### src/sv/four_queue_deadline_io_scheduler_defines.svh
// assertion macros for the four-queue deadline scheduler
// no dependencies; included by the top level
`ifndef FOUR_QUEUE_DEADLINE_IO_SCHEDULER_DEFINES_SVH
`define FOUR_QUEUE_DEADLINE_IO_SCHEDULER_DEFINES_SVH
`ifndef ASSERT_OFF
// implication checked at every clock edge outside reset
`define FQDS_ASSERT_IMPLY(lbl, ck, rn, a, b) \
    lbl: assert property (@(posedge ck) disable iff (!rn) (a) |-> (b)) \
        else $error("implication failed");
// condition that must never hold outside reset
`define FQDS_ASSERT_NEVER(lbl, ck, rn, a) \
    lbl: assert property (@(posedge ck) disable iff (!rn) !(a)) \
        else $error("forbidden condition");
`else
`define FQDS_ASSERT_IMPLY(lbl, ck, rn, a, b)
`define FQDS_ASSERT_NEVER(lbl, ck, rn, a)
`endif
`endif

### src/sv/fqds_pkg.sv
// shared types, codes and helpers of the deadline scheduler
// no dependencies
package fqds_pkg;

    typedef enum logic [1:0] {
        OP_TICK = 2'd0,
        OP_ENQ  = 2'd1,
        OP_DISP = 2'd2,
        OP_NONE = 2'd3
    } op_t;

    localparam logic [1:0] ST_DONE  = 2'd0;
    localparam logic [1:0] ST_FULL  = 2'd1;
    localparam logic [1:0] ST_EMPTY = 2'd2;

    localparam logic [2:0] REG_SYNC_RD_EXP  = 3'd0;
    localparam logic [2:0] REG_SYNC_WR_EXP  = 3'd1;
    localparam logic [2:0] REG_ASYNC_RD_EXP = 3'd2;
    localparam logic [2:0] REG_ASYNC_WR_EXP = 3'd3;
    localparam logic [2:0] REG_BATCH_LIMIT  = 3'd4;
    localparam logic [2:0] REG_STARVE_LIMIT = 3'd5;

    localparam logic [1:0] Q_ASYNC_RD = 2'd0;
    localparam logic [1:0] Q_ASYNC_WR = 2'd1;
    localparam logic [1:0] Q_SYNC_RD  = 2'd2;
    localparam logic [1:0] Q_SYNC_WR  = 2'd3;

    localparam logic [16:0] BATCH_MAX  = 17'h1FFFF;
    localparam logic [8:0]  STARVE_MAX = 9'h1FF;

    typedef struct packed {
        logic [1:0]  opcode;
        logic [15:0] request_tag;
        logic        is_sync;
        logic        is_write;
    } in_item_t;

    typedef struct packed {
        logic [1:0]  status;
        logic        dispatched;
        logic [15:0] out_tag;
        logic        out_sync;
        logic        out_write;
        logic        was_expired;
    } result_t;

    // classified item handed from front to back
    typedef struct packed {
        op_t         op;
        logic [1:0]  qclass;
        logic [15:0] tag;
    } cmd_t;

    typedef enum logic [1:0] {
        S_IDLE,
        S_EXP,
        S_FETCH
    } bstate_t;

    // expired scan order: async write, async read, sync write, sync read
    function automatic logic [1:0] exp_class(input logic [1:0] idx);
        return idx ^ 2'd1;
    endfunction

endpackage

### src/sv/fqds_front.sv
// front end: accepts items, classifies them, holds them in a two-entry queue
// depends on fqds_pkg
module fqds_front
(
    input  logic                clk,
    input  logic                rst_n,
    input  logic                start,
    output logic                busy,
    input  fqds_pkg::in_item_t  item,
    output logic                cmd_valid,
    output fqds_pkg::cmd_t      cmd,
    input  logic                pop
);

    fqds_pkg::cmd_t slot_reg [2];
    logic           wr_ptr_reg, wr_ptr_next;
    logic           rd_ptr_reg, rd_ptr_next;
    logic [1:0]     cnt_reg, cnt_next;
    logic           push;
    logic           do_pop;
    fqds_pkg::cmd_t in_cmd;

    assign busy      = (cnt_reg == 2'd2);
    assign push      = start && !busy;
    assign cmd_valid = (cnt_reg != 2'd0);
    assign do_pop    = pop && cmd_valid;
    assign cmd       = slot_reg[rd_ptr_reg];

    always_comb
    begin
        in_cmd.op     = fqds_pkg::op_t'(item.opcode);
        in_cmd.qclass = {item.is_sync, item.is_write};
        in_cmd.tag    = item.request_tag;
    end

    always_comb
    begin
        wr_ptr_next = push ? !wr_ptr_reg : wr_ptr_reg;
        rd_ptr_next = do_pop ? !rd_ptr_reg : rd_ptr_reg;
        cnt_next    = cnt_reg + {1'b0, push} - {1'b0, do_pop};
    end

    always_ff @(posedge clk or negedge rst_n)
    begin
        if (!rst_n)
        begin
            wr_ptr_reg <= 1'b0;
            rd_ptr_reg <= 1'b0;
            cnt_reg    <= 2'd0;
        end
        else
        begin
            wr_ptr_reg <= wr_ptr_next;
            rd_ptr_reg <= rd_ptr_next;
            cnt_reg    <= cnt_next;
        end
    end

    always_ff @(posedge clk)
    begin
        if (push)
        begin
            slot_reg[wr_ptr_reg] <= in_cmd;
        end
    end

endmodule

### config.mk
export PLATFORM = sky130hd
export DESIGN_NAME = fqds_front
export DESIGN_NICKNAME = d
export VERILOG_FILES = /design/src/sv/four_queue_deadline_io_scheduler_defines.svh /design/src/sv/fqds_pkg.sv /design/src/sv/fqds_front.sv
export SDC_FILE = /design/constraint.sdc
export NUM_CORES = 1
export LEC_CHECK = 0
export BUFFER_PORTS_ARGS = -buffer_cell sky130_fd_sc_hd__buf_4
export CAP_MARGIN = 20
export CELL_PAD_IN_SITES_DETAIL_PLACEMENT = 0
export CELL_PAD_IN_SITES_GLOBAL_PLACEMENT = 1
export CORE_ASPECT_RATIO = 1.25
export CORE_UTILIZATION = 36
export DETAILED_ROUTE_END_ITERATION = 12
export GPL_TIMING_DRIVEN = 0
export HOLD_SLACK_MARGIN = 0.12
export PLACE_DENSITY = 0.78
export SYNTH_ARGS = -nofsm -noshare
export SYNTH_HDL_FRONTEND = slang
export SYNTH_SLANG_ARGS = --single-unit
### constraint.sdc
create_clock -name clk -period 2.9 [get_ports clk]
set_input_delay 0.58 -clock clk [delete_from_list [all_inputs] [get_ports clk]]
set_output_delay 0.58 -clock clk [all_outputs]
set_load 0.05 [all_outputs]
After elaboration in Yosys (flattened, before gate mapping). Memories as Yosys holds them, arrays and structs flattened. Index checks and enable logic that the tools add are counted.

Flip-flop bits (word level): 4. Output and inout bits: 22. Memories: 1. Bits of input ports: 24. RAM bits: 40. Logic and storage cells: 15.

Memories: slot_reg (words 2, width 20, rd ports 1, clocked after Yosys merged registers in 0, wr ports 1, RTL line fqds_front.sv:15) `fqds_pkg::cmd_t slot_reg [2];`.

Reductions and logical operators: 6. Mux-type cells: 2. Add/sub/neg operators: 2. Eq/ne operators: 1.

Operator list (count): 1-bit logical NOT (3); 2-bit by 1-bit adder with 2-bit output (1); 2-bit equality test, second input constant (1); 1-bit logical AND (2); 1-bit 2-to-1 mux (2); 2-bit nonzero test (1); 2-bit by 1-bit subtractor with 2-bit output (1).

Longest topological paths before layout.
Word-level depth: 5. Depth in mapped cells: 7. Depth with buffers taken out: 7.

Worst setup path after synthesis. OpenSTA, ideal clock, no wires.

Kind: input port to flip-flop. Start: in start. End: mem slot_reg[0][0] (netlist name) (enable). Buffers on the path: 0. Required time: 2503 ps. Path slack: 971 ps. Arrival: 1533 ps. Library setup time: 397 ps. Stages: 2. Path through: nand2_1 -> nor2_1.

Longest elaborated chain between the ends: 3.

RTL lines: start, declared (RTL line fqds_front.sv:7) `input logic start,`; 1-bit logical AND (RTL line fqds_front.sv:24) `assign push = start && !busy;`; 1-bit 2-to-1 mux (RTL line fqds_front.sv:61) `if (push)`; 1-bit 2-to-1 mux (implied by the code) (RTL line fqds_front.sv:63) `slot_reg[wr_ptr_reg] <= in_cmd;`; end, declared (RTL line fqds_front.sv:15).

Every way passes these cells.

==> PnR_summary.wiki <==
{| class="wikitable"
! Metric !! Value
|-
| Result of the run || completed
|-
| Site Rows || 27
|-
| Root Buffer Master || sky130_fd_sc_hd__clkbuf_8
|-
| DR WL/cell || 13.8 um
|-
| Max reg flops || 40
|-
| Area share of the leading cell type in the synthesized netlist || 72.9%
|-
| Drt via density || ~4.5
|-
| Yosys top cell by area || sky130_fd_sc_hd__edfxtp_1
|-
| Syn. warnings || 0
|-
| Residual overflow from global routing || 0
|-
| TNS Setup || 0 ps
|-
| Worst Path Required || 2320 ps
|-
| Number of detailed-route iterations in the first pass || 2
|-
| Initial antenna violation count || 0
|-
| Die outline area || 4850 um2
|-
| Worst slew margin relative to its limit || 34.9%
|-
| Leading cell type by number of instances after synthesis || sky130_fd_sc_hd__edfxtp_1
|-
| Core region area || 4390 um2
|-
| Number of pins exceeding their max-slew limit in the final report || 0
|-
| P&R area growth vs syn || 33.6%
|-
| Share of cells above drive strength 1 || roughly three fifths
|-
| Inserted Diodes || 0
|-
| Die extent in y || 77.6 um
|-
| Setup repair bufs after CTS || 0
|-
| Maximum clock path buffer count || 2
|-
| Fmax || 0.497 GHz
|-
| Starting DRC count in detailed routing || 26
|-
| Global-route usage over all layers || 12.2%
|-
| Gate Count Post-Synth || 80
|-
| Number of nets with antenna violations after detailed routing || 0
|-
| Wire length after detailed routing || 2660 um
|-
| Initial Utilization || 37.5%
|-
| Crit path launch type || register
|-
| Worst setup slack after layout || slightly below 900 ps
|-
| Crit path kind || register to output port
|-
| Peak supply drop || 0.668 mV
|-
| Post-Synthesis Mean Instance Area || 20.6 um2
|-
| Max-cap violations || 0
|-
| Pwr/cell area || 1180 nW/um2
|-
| Final number of hold-violating endpoints || 0
|-
| Cell area after synthesis || 1650 um2
|-
| I/O pin count || 46
|-
| CTS H-tree depth || 2
|-
| Leading register cell type out of synthesis || sky130_fd_sc_hd__edfxtp_1
|-
| Post-synthesis sequential area ratio || 79.0%
|-
| Number of synthesized register bits || 44
|-
| Leak pwr || 0.849 nW
|-
| Post-route core utilization || 50.1%
|-
| Maximum number of pins on one net before global-route repair || 21
|-
| Post-cts sizing count || 0
|-
| Number of clock buffers inserted by TritonCTS || 5
|-
| Clock Sink Count || between 40 and 50
|-
| Synthesized netlist net count || 106
|-
| Worst Setup Slack post-DPL || about 1000 ps
|-
| Number of nets in the layout || 160
|-
| Distinct cell type count after synthesis || 14
|-
| TritonCTS clock tree || done
|-
| Final weighted congestion of routability-driven global placement || 0.647
|-
| Vias after detailed routing || 870
|-
| Number of filler cells placed in the layout || 377
|-
| Clock Pin Slew Worst Setup and Hold Paths || 90 ps
|-
| Fraction of synthesis flops using an asynchronous set or reset pin || a little under a tenth
|-
| IO buf count || 45
|-
| RSZ-0062 raised after global routing || false
|-
| HPWL Detailed || about 1800 um
|-
| Leading post-synthesis cells by instance count || sky130_fd_sc_hd__edfxtp_1 (40), sky130_fd_sc_hd__mux2_2 (20), sky130_fd_sc_hd__dfrtp_1 (4)
|-
| Via count of the first global-routing pass || between 900 and 1000
|-
| Final critical delay including setup and external delays || ~2000 ps
|-
| Maximum fanout along the worst path || 10
|-
| Final clock skew || 6.87 ps
|-
| Worst path arrival time || 1430 ps
|-
| Clock latency on the worst-skew pair || 300 ps
|-
| Wire length of the first global-routing pass || 4370 um
|-
| Hold buffer count at CTS || 1
|-
| Die boundary width || between 60 and 70 um
|-
| Actual slew at the worst max-slew pin || 977 ps
|-
| Worst hold path class || primary input to register
|-
| EDFF count, synth || 40
|-
| Final worst-path cycle share || a little over two thirds
|-
| Setup-failing EPs final || 0
|-
| Post-route DRC violation count || 0
|-
| Total chip power || 0.00259 W
|-
| Main area contributors after synthesis || sky130_fd_sc_hd__edfxtp_1 (73%), sky130_fd_sc_hd__mux2_2 (14%), sky130_fd_sc_hd__dfrtp_1 (6.1%)
|-
| CP Capture Type || output port
|}
==> final cells by class <==
class / count / area [um2] / share of cell area (%)
clock inverter: 3 / 46.3 / 2.10
sequential: 44 / 1300 / 59.2
inverter: 2 / 7.51 / 0.341
multi-input combinational: 32 / 325 / 14.8
clock buffer: 5 / 68.8 / 3.13
tap: 58 / 72.6 / 3.30
buffer: 2 / 15.0 / 0.683
timing repair buffer: 47 / 363 / 16.5
==> critical path, stage by stage (launching register included) <==
cell                      delay (ps)
sky130_fd_sc_hd__dfrtp_1         370
sky130_fd_sc_hd__buf_4           220
sky130_fd_sc_hd__mux2_2          360
sky130_fd_sc_hd__buf_4           190
==> power breakdown <==
group,switching [W],internal (W)
logic,0.000775,0.000419
registers,0.0000491,0.000875
clock network,0.000212,0.000259
total,0.00104,0.00155
==> cells in the final DEF, fill, tap and decap left out, drive strengths merged <==
master and instances:
xor2 1, ha 2, dlygate4sd3 1, buf 48, dfrtp 4, edfxtp 40
nand2b 1, and2 1, xnor2 3, and3 1, or2 1, clkinvlp 1
bufinv 1, nand2 1, nor2 1, clkbuf 5, mux2 20, inv 3
==> metal layers <==
| layer | GRT usage, % | share of wire (%) |
|---|---|---|
| met1 | 12.4 | 39 |
| met2 | 22.3 | 54 |
| met3 | 4.26 | 6.3 |
| met4 | 4.88 | 0.64 |
| met5 | 0 | 0 |
==> through the flow <==
stage          instances  area, um2  hold slack, ps
3_3_place_gp         183       2060             380
4_1_cts              193       2200             448
3_5_place_dp         184       2070             382
2_1_floorplan         80       1650             284
6_report             193       2200             458
5_1_grt              193       2200             446
==> path summary, 6_finish.rpt <==
check                           slack (ps)  cells past startpoint       start              end
worst min register to register         520                      1  wr_ptr_reg       wr_ptr_reg
worst max register to register        1170                      2  cnt_reg[1]   slot_reg[1][8]
max in group asynchronous             2180                      2       rst_n       rd_ptr_reg
worst max-delay path                   890                      3  rd_ptr_reg           cmd[7]
worst min-delay path                   460                      1    item[16]  slot_reg[1][14]
min in group asynchronous              620                      2       rst_n       cnt_reg[0]
==> logic make-up (layout without fill, tap and decap cells) <==
logic type                 count (synthesis)  in the layout  synth area share (%)
xor gates and xnor gates                   4              4                  2.13
adders and majority gates                  2              2                  1.52
buffers and inverters                      4             59                  1.37
DFF                                       44             44                  79.0
muxes                                     20             20                  13.7
and+or+nand+nor                            6              6                  2.28
No activity file was read; power rests on OpenSTA's default activity.
